<file path="src/rtl/lzdn_pkg.sv">
// shared types and constants for the nibble-coded lz77 decoder
package lzdn_pkg;

	localparam int HIST_DEPTH = 256;
	localparam int HIST_AW    = $clog2(HIST_DEPTH);
	localparam int LANES      = 8;
	localparam int LANE_W     = $clog2(LANES + 1);

	// header flag bits
	localparam int HDR_PAIR  = 0;
	localparam int HDR_NEXT  = 1;
	localparam int HDR_PAIR4 = 2;
	localparam int HDR_NEXT4 = 3;

	// final status codes
	localparam logic [1:0] ST_OK    = 2'd0;
	localparam logic [1:0] ST_TRUNC = 2'd1;
	localparam logic [1:0] ST_BADOF = 2'd2;
	localparam logic [1:0] ST_LIMIT = 2'd3;

	// parse phases
	localparam logic [3:0] PH_HDR   = 4'd0;
	localparam logic [3:0] PH_OFF4  = 4'd1;
	localparam logic [3:0] PH_LEN4  = 4'd2;
	localparam logic [3:0] PH_OFFH  = 4'd3;
	localparam logic [3:0] PH_OFFL  = 4'd4;
	localparam logic [3:0] PH_LENH  = 4'd5;
	localparam logic [3:0] PH_LENL  = 4'd6;
	localparam logic [3:0] PH_NXT4  = 4'd7;
	localparam logic [3:0] PH_NXTH  = 4'd8;
	localparam logic [3:0] PH_NXTL  = 4'd9;

	// result beat as handed to the output register
	typedef struct packed {
		logic [63:0] bytes;
		logic [3:0]  count;
		logic        burst_last;
		logic        stream_end;
		logic [31:0] total;
		logic [1:0]  status;
	} res_t;

endpackage

</file>
<file path="src/rtl/lz77_delta_nibble_decoder.sv">
// top level of the nibble-coded lz77 decoder
//
// channel   dir  tdata / tuser                                           done at
// s_axis    in   tdata[7:0] in_byte, tlast stream_last                   tvalid&tready
// m_axis    out  tdata[63:0] out_bytes,[67:64] byte_count,[99:68] total, tvalid&tready
//                [101:100] status; tuser stream_end; tlast burst_last
// cfg       in   cfg_data output_limit                                  cfg_valid&cfg_ready
//
// one input byte is accepted, then parsed a nibble at a time and closed by a flush step;
// a finished token adds a setup step, reads each copied byte from history and then writes
// it, emits its next byte and hands out each full eight-byte beat.
// the last byte of a stream adds the stream end beat.
// results leave through one output register; a full register stalls the copy.
// reset clears all control state; the history memory is left undefined.
module lz77_delta_nibble_decoder (
	input  logic          clk,
	input  logic          arst_n,
	input  logic          s_axis_tvalid,
	output logic          s_axis_tready,
	input  logic [7:0]    s_axis_tdata,   // in_byte
	input  logic          s_axis_tlast,   // stream_last
	output logic          m_axis_tvalid,
	input  logic          m_axis_tready,
	output logic [103:0]  m_axis_tdata,   // out_bytes, byte_count, total_bytes, status
	output logic          m_axis_tlast,   // burst_last
	output logic          m_axis_tuser,   // stream_end
	input  logic          cfg_valid,
	output logic          cfg_ready,
	input  logic [31:0]   cfg_data        // output_limit
);

	typedef enum logic [2:0] {
		S_IDLE, S_NIB, S_COPY, S_WAIT, S_NEXT, S_FLUSH, S_END
	} state_t;

	state_t      state_q;
	logic [31:0] limit_q;
	logic [3:0]  phase_q, hdr_q, acc_q, lo_q, held_q;
	logic        second_q, last_q, limit_hit_q;
	logic [1:0]  err_q;
	logic [7:0]  poff_q, plen_q, pnext_q, copy_q;
	logic [31:0] prod_q;
	logic [63:0] word_q;
	logic [3:0]  cnt_q;
	logic        copy_rd_q;   // a read is in flight
	logic        obuf_v_q;
	lzdn_pkg::res_t obuf_q;

	// history memory
	logic                        h_we;
	logic [lzdn_pkg::HIST_AW-1:0] h_waddr, h_raddr;
	logic [7:0]                  h_wdata, h_rdata;
	logic [7:0]                  fwd_q;
	logic                        fwd_v_q;

	lzdn_history u_hist (
		.clk(clk), .we(h_we), .waddr(h_waddr), .wdata(h_wdata),
		.raddr(h_raddr), .rdata(h_rdata)
	);

	assign s_axis_tready = (state_q == S_IDLE);
	assign cfg_ready     = (state_q == S_IDLE) && !obuf_v_q;
	assign m_axis_tvalid = obuf_v_q;
	assign m_axis_tdata  = {2'b00, obuf_q.status, obuf_q.total, obuf_q.count, obuf_q.bytes};
	assign m_axis_tlast  = obuf_q.burst_last;
	assign m_axis_tuser  = obuf_q.stream_end;

	logic obuf_free;
	assign obuf_free = !obuf_v_q || m_axis_tready;

	// current nibble
	logic [3:0] nib;
	assign nib = lo_q;

	// token parse helpers
	logic [7:0] nx_sel;
	logic [7:0] len_eff;
	assign nx_sel  = hdr_q[lzdn_pkg::HDR_NEXT] ? pnext_q : 8'd0;
	assign len_eff = hdr_q[lzdn_pkg::HDR_PAIR] ? plen_q : 8'd0;

	// copy source byte: forward when reading the byte written last cycle
	logic [7:0] src_byte;
	assign src_byte = fwd_v_q ? fwd_q : h_rdata;

	// read address of next copy byte
	assign h_raddr = lzdn_pkg::HIST_AW'(prod_q - 32'(poff_q));

	// byte emission by a state this cycle
	logic       emit;
	logic [7:0] emit_byte;
	always_comb begin
		emit = 1'b0;
		emit_byte = 8'd0;
		if (state_q == S_COPY && copy_rd_q && cnt_q != 4'(lzdn_pkg::LANES)) begin
			emit = 1'b1;
			emit_byte = src_byte;
		end else if (state_q == S_NEXT && cnt_q != 4'(lzdn_pkg::LANES)
			&& prod_q < limit_q) begin
			emit = 1'b1;
			emit_byte = pnext_q;
		end
	end
	assign h_we    = emit;
	assign h_waddr = lzdn_pkg::HIST_AW'(prod_q);
	assign h_wdata = emit_byte;

	logic stopped;
	assign stopped = (err_q != 2'd0) || limit_hit_q;

	// main sequencer
	always_ff @(posedge clk or negedge arst_n) begin
		if (!arst_n) begin
			state_q <= S_IDLE;
			limit_q <= 32'hFFFF_FFFF;
			phase_q <= lzdn_pkg::PH_HDR;
			hdr_q <= '0; acc_q <= '0; lo_q <= '0; held_q <= '0;
			second_q <= 1'b0; last_q <= 1'b0; limit_hit_q <= 1'b0; err_q <= '0;
			poff_q <= '0; plen_q <= '0; pnext_q <= '0; copy_q <= '0;
			prod_q <= '0; word_q <= '0; cnt_q <= '0;
			copy_rd_q <= 1'b0; obuf_v_q <= 1'b0; obuf_q <= '0;
			fwd_q <= '0; fwd_v_q <= 1'b0;
		end else begin
			if (m_axis_tready) obuf_v_q <= 1'b0;
			fwd_v_q <= 1'b0;
			if (emit) begin
				word_q[8*cnt_q[2:0] +: 8] <= emit_byte;
				cnt_q <= cnt_q + 4'd1;
				prod_q <= prod_q + 32'd1;
				// a copy reading this address next cycle needs the new byte
				fwd_v_q <= (poff_q == 8'd1);
				fwd_q <= emit_byte;
			end
			case (state_q)
				S_IDLE: begin
					if (cfg_valid && cfg_ready) limit_q <= cfg_data;
					if (s_axis_tvalid) begin
						last_q <= s_axis_tlast;
						word_q <= '0; cnt_q <= '0;
						if (stopped) begin
							state_q <= S_FLUSH;
						end else begin
							lo_q <= s_axis_tdata[7:4];
							acc_q <= acc_q;
							second_q <= 1'b0;
							state_q <= S_NIB;
							// low nibble waits for the second parse cycle
							held_q <= s_axis_tdata[3:0];
						end
					end
				end
				S_NIB: begin
					// decode one nibble; default next nibble step
					logic run;
					logic after;
					logic [3:0] nph;
					run = 1'b0; after = 1'b0; nph = phase_q;
					case (phase_q)
						lzdn_pkg::PH_HDR: begin
							hdr_q <= nib;
							if (nib[lzdn_pkg::HDR_PAIR])
								nph = nib[lzdn_pkg::HDR_PAIR4] ? lzdn_pkg::PH_OFF4
									: lzdn_pkg::PH_OFFH;
							else if (nib[lzdn_pkg::HDR_NEXT])
								nph = nib[lzdn_pkg::HDR_NEXT4] ? lzdn_pkg::PH_NXT4
									: lzdn_pkg::PH_NXTH;
							else begin
								run = 1'b1; pnext_q <= 8'd0; nph = lzdn_pkg::PH_HDR;
							end
						end
						lzdn_pkg::PH_OFF4: begin
							poff_q <= poff_q + {4'd0, nib}; nph = lzdn_pkg::PH_LEN4;
						end
						lzdn_pkg::PH_LEN4: begin
							plen_q <= plen_q + {4'd0, nib}; after = 1'b1;
						end
						lzdn_pkg::PH_OFFH: begin acc_q <= nib; nph = lzdn_pkg::PH_OFFL; end
						lzdn_pkg::PH_OFFL: begin
							poff_q <= poff_q + {acc_q, nib}; nph = lzdn_pkg::PH_LENH;
						end
						lzdn_pkg::PH_LENH: begin acc_q <= nib; nph = lzdn_pkg::PH_LENL; end
						lzdn_pkg::PH_LENL: begin
							plen_q <= plen_q + {acc_q, nib}; after = 1'b1;
						end
						lzdn_pkg::PH_NXT4: begin
							pnext_q <= pnext_q + {4'd0, nib}; run = 1'b1;
							nph = lzdn_pkg::PH_HDR;
						end
						lzdn_pkg::PH_NXTH: begin acc_q <= nib; nph = lzdn_pkg::PH_NXTL; end
						lzdn_pkg::PH_NXTL: begin
							pnext_q <= pnext_q + {acc_q, nib}; run = 1'b1;
							nph = lzdn_pkg::PH_HDR;
						end
						default: nph = lzdn_pkg::PH_HDR;
					endcase
					if (after) begin
						if (hdr_q[lzdn_pkg::HDR_NEXT])
							nph = hdr_q[lzdn_pkg::HDR_NEXT4] ? lzdn_pkg::PH_NXT4
								: lzdn_pkg::PH_NXTH;
						else begin
							run = 1'b1; pnext_q <= 8'd0; nph = lzdn_pkg::PH_HDR;
						end
					end
					phase_q <= nph;
					if (run) begin
						// token runs once the parse registers settle
						state_q <= S_WAIT;
					end else if (!second_q && !(last_q && nph == lzdn_pkg::PH_HDR)) begin
						second_q <= 1'b1;
						lo_q <= held_q;
					end else begin
						state_q <= S_FLUSH;
					end
				end
				S_WAIT: begin
					// start the token: check offset, clip length to the limit
					logic [31:0] room;
					logic [31:0] l32;
					room = limit_q - prod_q;
					l32 = {24'd0, len_eff};
					if (l32 > room) l32 = room;
					if (len_eff != 8'd0 && (poff_q == 8'd0 || {24'd0, poff_q} > prod_q)) begin
						err_q <= lzdn_pkg::ST_BADOF;
						state_q <= S_FLUSH;
					end else if (l32 != 32'd0) begin
						copy_q <= l32[7:0];
						copy_rd_q <= 1'b0;
						state_q <= S_COPY;
					end else begin
						state_q <= S_NEXT;
					end
				end
				S_COPY: begin
					if (cnt_q == 4'(lzdn_pkg::LANES)) begin
						if (obuf_free) begin
							obuf_v_q <= 1'b1;
							obuf_q <= '{bytes: word_q, count: cnt_q, burst_last: 1'b0,
								stream_end: 1'b0, total: prod_q, status: lzdn_pkg::ST_OK};
							cnt_q <= '0; word_q <= '0;
						end
						copy_rd_q <= 1'b0;
					end else if (!copy_rd_q) begin
						copy_rd_q <= 1'b1;
					end else begin
						// byte emitted this cycle; a fresh read follows
						copy_rd_q <= 1'b0;
						copy_q <= copy_q - 8'd1;
						if (copy_q == 8'd1) state_q <= S_NEXT;
					end
				end
				S_NEXT: begin
					if (prod_q >= limit_q) begin
						limit_hit_q <= 1'b1;
						state_q <= S_FLUSH;
					end else if (cnt_q == 4'(lzdn_pkg::LANES)) begin
						if (obuf_free) begin
							obuf_v_q <= 1'b1;
							obuf_q <= '{bytes: word_q, count: cnt_q, burst_last: 1'b0,
								stream_end: 1'b0, total: prod_q, status: lzdn_pkg::ST_OK};
							cnt_q <= '0; word_q <= '0;
						end
					end else begin
						// next byte emitted; continue with low nibble if any
						if (!second_q && !(last_q && phase_q == lzdn_pkg::PH_HDR)) begin
							second_q <= 1'b1;
							lo_q <= held_q;
							state_q <= S_NIB;
						end else begin
							state_q <= S_FLUSH;
						end
					end
				end
				S_FLUSH: begin
					if (cnt_q == 4'd0) begin
						state_q <= last_q ? S_END : S_IDLE;
					end else if (obuf_free) begin
						obuf_v_q <= 1'b1;
						obuf_q <= '{bytes: word_q, count: cnt_q, burst_last: !last_q,
							stream_end: 1'b0, total: prod_q, status: lzdn_pkg::ST_OK};
						cnt_q <= '0; word_q <= '0;
						state_q <= last_q ? S_END : S_IDLE;
					end
				end
				S_END: begin
					if (obuf_free) begin
						logic [1:0] st;
						if (err_q != 2'd0) st = err_q;
						else if (limit_hit_q) st = lzdn_pkg::ST_LIMIT;
						else if (phase_q != lzdn_pkg::PH_HDR) st = lzdn_pkg::ST_TRUNC;
						else st = lzdn_pkg::ST_OK;
						obuf_v_q <= 1'b1;
						obuf_q <= '{bytes: 64'd0, count: 4'd0, burst_last: 1'b1,
							stream_end: 1'b1, total: prod_q, status: st};
						phase_q <= lzdn_pkg::PH_HDR; hdr_q <= '0; acc_q <= '0;
						poff_q <= '0; plen_q <= '0; pnext_q <= '0; prod_q <= '0;
						limit_hit_q <= 1'b0; err_q <= '0;
						state_q <= S_IDLE;
					end
				end
				default: state_q <= S_IDLE;
			endcase
		end
	end

	// the output register never holds more than eight bytes
	assert property (@(posedge clk) disable iff (!arst_n)
		m_axis_tvalid |-> (obuf_q.count <= 4'(lzdn_pkg::LANES)))
		else $error("result byte count too large");

	// a stream end item carries no bytes
	assert property (@(posedge clk) disable iff (!arst_n)
		(m_axis_tvalid && m_axis_tuser) |-> (obuf_q.count == 4'd0 && m_axis_tlast))
		else $error("stream end item carries data");

	// input is only taken while no token is running
	assert property (@(posedge clk) disable iff (!arst_n)
		(s_axis_tvalid && s_axis_tready) |=> (state_q != S_IDLE))
		else $error("input accepted without leaving idle");

endmodule

</file>
<file path="src/rtl/lzdn_history.sv">
// 256-byte history memory, one write and one registered read port
module lzdn_history (
	input  logic                        clk,
	input  logic                        we,
	input  logic [lzdn_pkg::HIST_AW-1:0] waddr,
	input  logic [7:0]                  wdata,
	input  logic [lzdn_pkg::HIST_AW-1:0] raddr,
	output logic [7:0]                  rdata
);

	logic [7:0] mem [lzdn_pkg::HIST_DEPTH];

	// write port
	always_ff @(posedge clk) begin
		if (we) begin
			mem[waddr] <= wdata;
		end
	end

	// read port, registered
	always_ff @(posedge clk) begin
		rdata <= mem[raddr];
	end

endmodule

</file>
<file path="config.mk">
export PLATFORM = sky130hd
export DESIGN_NAME = lz77_delta_nibble_decoder
export DESIGN_NICKNAME = d
export VERILOG_FILES = /design/src/rtl/lzdn_pkg.sv /design/src/rtl/lz77_delta_nibble_decoder.sv /design/src/rtl/lzdn_history.sv
export SDC_FILE = /design/constraint.sdc
export NUM_CORES = 2
export LEC_CHECK = 0
export ABC_AREA = 1
export BUFFER_PORTS_ARGS = -buffer_cell sky130_fd_sc_hd__buf_4
export CAP_MARGIN = 20
export CORE_ASPECT_RATIO = 1.2
export CORE_MARGIN = 8
export CORE_UTILIZATION = 35
export CTS_BUF_LIST = sky130_fd_sc_hd__clkbuf_4
export CTS_CLUSTER_SIZE = 8
export DETAILED_ROUTE_END_ITERATION = 10
export PLACE_DENSITY_LB_ADDON = 0.3
export SLEW_MARGIN = 30
export SYNTH_ARGS = -nofsm -noshare
export SYNTH_HDL_FRONTEND = slang
export SYNTH_SLANG_ARGS = --single-unit
</file>
<file path="constraint.sdc">
create_clock -name clk -period 11.8 [get_ports clk]
set_input_delay 3.54 -clock clk [delete_from_list [all_inputs] [get_ports clk]]
set_output_delay 3.54 -clock clk [all_outputs]
set_load 0.005 [all_outputs]
</file>
==> results_dict.tcl <==
set metrics [dict create \
    setup_violations 0 \
    yosys_warnings 0 \
    row_count 216 \
    die-area_um2 305000 \
    synth_edf_count 2048 \
    syn_inst 8911 \
    clock_tree.buffer_depth 4 \
    syn_area_um2 101000 \
    final_max_slew_viol_count 0 \
    synth_ff_type "edfxtp_1" \
    firstDrtPassIters 6 \
    fp.coreArea_um2 288000 \
    ant_nets 0 \
    fin_setup_tns_ns 0 \
    cts_tree "built" \
    async_flop_share 0.129 \
    grt_pass1_wl_mm 435 \
    hold_depth 2 \
    start_util 0.350 \
    period_needed_ns 6.18 \
    drive_gt1_frac 0.142 \
    hp-class "reg -> reg" \
    area_delta_synth_final_pct 12.3 \
    skew_ns 0.122 \
    cts_setup_buffers 0 \
    vias_per_cell 5.30 \
    routabilityCongestion 0.895 \
    yosysSeqAreaShare 0.688 \
    grt_util_met1 0.231 \
    nNetsFinal 9343 \
    rsz0062_at_grt "no" \
    tightest_slew_ns 1.14 \
    cts-root-buf "clkbuf_4" \
    drcViolationCount 0 \
    port_buffers 152 \
    critPathLaunchType "register" \
    ys_seq_elements 2361 \
    h-tree-depth 6 \
    hold_ws_ns 0.479 \
    cap_viol_max_count 0 \
    rrSetupSlack_ns 5.72 \
    cp_max_fo 6 \
    ios 155 \
    grtUsageTotal 0.182 \
    clk_pin_slew_ns 0.07 \
    drtIter0Drc 6217 \
    crit_type "reg -> out" \
    min_period_over_period 0.523 \
    post_synth.cell_area_avg_um2 11.3 \
    grt_pass1_vias 70200 \
    cts_resized 0 \
    hpwl_mm 171 \
    grt_start_max_net_pins 246 \
    relSlewSlack 0.238 \
    clk_latency_ns 1.31 \
    die_w_um 506 \
    antenna_found_initial 11 \
    cts_hold_buf 0 \
    cp-end-kind "output port" \
    arrival_ns 2.64 \
    wl_mm 290 \
    grt.busiest_layer "met2" \
    required_ns 8.26 \
    hold_violations 0 \
    die_y_um 604 \
    clock-sinks 2361 \
    met2_usage 0.303 \
    reg2reg_depth 13 \
    met3_usage 0.0330 \
    fmax_mhz 162 \
    wl_per_cell_um 21.6 \
    vias 71200 \
    overflow 0 \
    outcome "complete, no violations" \
    synthDistinctLibCells 71 \
    numCtsBuffers 595 \
]
## cells in the final DEF (no fill, tap or decap), types with 18 or more instances in the layout
| cell | instances |
|---|---|
| a211oi_1 | 30 |
| a21oi_1 | 113 |
| a31oi_1 | 115 |
| a32oi_1 | 31 |
| buf_4 | 217 |
| clkbuf_4 | 846 |
| clkinv_1 | 114 |
| dfrtp_1 | 273 |
| dfstp_2 | 32 |
| edfxtp_1 | 2048 |
| ha_1 | 85 |
| inv_1 | 388 |
| inv_2 | 26 |
| mux2_2 | 33 |
| nand2_1 | 1299 |
| nand2_2 | 32 |
| nand3_1 | 297 |
| nand4_1 | 36 |
| nor2_1 | 2032 |
| nor2_2 | 39 |
| nor3_1 | 37 |
| nor4_1 | 18 |
| o21ai_0 | 721 |
| o32ai_1 | 517 |
| xor2_1 | 31 |
## critical path, stage by stage, from the launching register on
cell and delay (ns):
dfrtp_1 0.40, inv_1 0.16, nand2_1 0.09, nor2_1 0.27, inv_1 0.11, nor2_1 0.16, buf_4 0.14
## routing by layer
metal | vias up | part of all wire
li1 | 32700 | -
met5 | - | 0.000055
met1 | 35200 | 0.41
met3 | 620 | 0.072
met4 | 2 | 0.045
met2 | 2740 | 0.48
## cells by family (layout without fill, tap and decap cells)
logic type                 count (synthesis)  after routing  synth area share
other                                      1             10         0.0000372
buffers and inverters                    964           1671            0.0369
DFF                                     2361           2361             0.688
muxes                                     35             35           0.00389
AOI/OAI and AO/OA                       1568           1568             0.102
and+or+nand+nor                         3847           3847             0.154
adders and majority gates                 91             91            0.0117
xor gates and xnor gates                  44             44           0.00382
## cell usage after synthesis (86+ instances only)
cell type     n  share of area
nor2_1     2053          0.076
edfxtp_1   2048           0.61
nand2_1    1302          0.049
o21ai_0     722          0.036
o32ai_1     517          0.045
clkbuf_1    420          0.016
inv_1       395          0.015
nand3_1     298          0.015
dfrtp_1     273          0.068
a31oi_1     115         0.0071
a21oi_1     113         0.0056
ha_1         86          0.011
## cell type report
| type | instances | area, um^2 |
|---|---|---|
| fillers | 27900 | 174000 |
| flip-flops and latches | 2361 | 69300 |
| multi-input cells | 5587 | 27900 |
| clock buffers | 846 | 6350 |
| well taps | 3815 | 4770 |
| repair buffers | 244 | 2120 |
| inverters | 417 | 1620 |
| clock inverters | 164 | 995 |
| diodes | 8 | 20.0 |
## path summary, 6_finish.rpt
path / from / to
worst max-delay path: state_q[1] / cfg_ready
worst min-delay path: copy_rd_q / copy_rd_q
worst max register to register: prod_q[0] / u_hist.rdata[0]
worst min register to register: copy_rd_q / copy_rd_q
max in group asynchronous: arst_n / m_axis_tdata[90]
min in group asynchronous: arst_n / m_axis_tdata[72]
## metrics by stage
step,instances,area (um^2),worst slack (ns),utilization
2_1_floorplan,8912,101000,2.30,-
3_3_place_gp,12400,106000,5.52,0.367
3_5_place_dp,12400,106000,5.51,0.367
4_1_cts,13400,113000,5.46,0.393
5_1_grt,13400,113000,5.48,0.393
6_report,13400,113000,5.62,0.393
## registers in the layout, indices dropped and copies added, names as in the netlist, 3 cells and up
signal	cells
fwd_q	8
acc_q	4
copy_q	8
cnt_q	4
held_q	4
word_q	64
phase_q	4
lo_q	4
plen_q	8
u_hist.mem	2048
limit_q	32
state_q	3
u_hist.rdata	8
hdr_q	3
poff_q	8
prod_q	32
m_axis_tdata	102
pnext_q	8
Power is left out: the tool's default activity adds up to more than one toggle a clock period on the data nets, which glitch-free logic cannot reach.
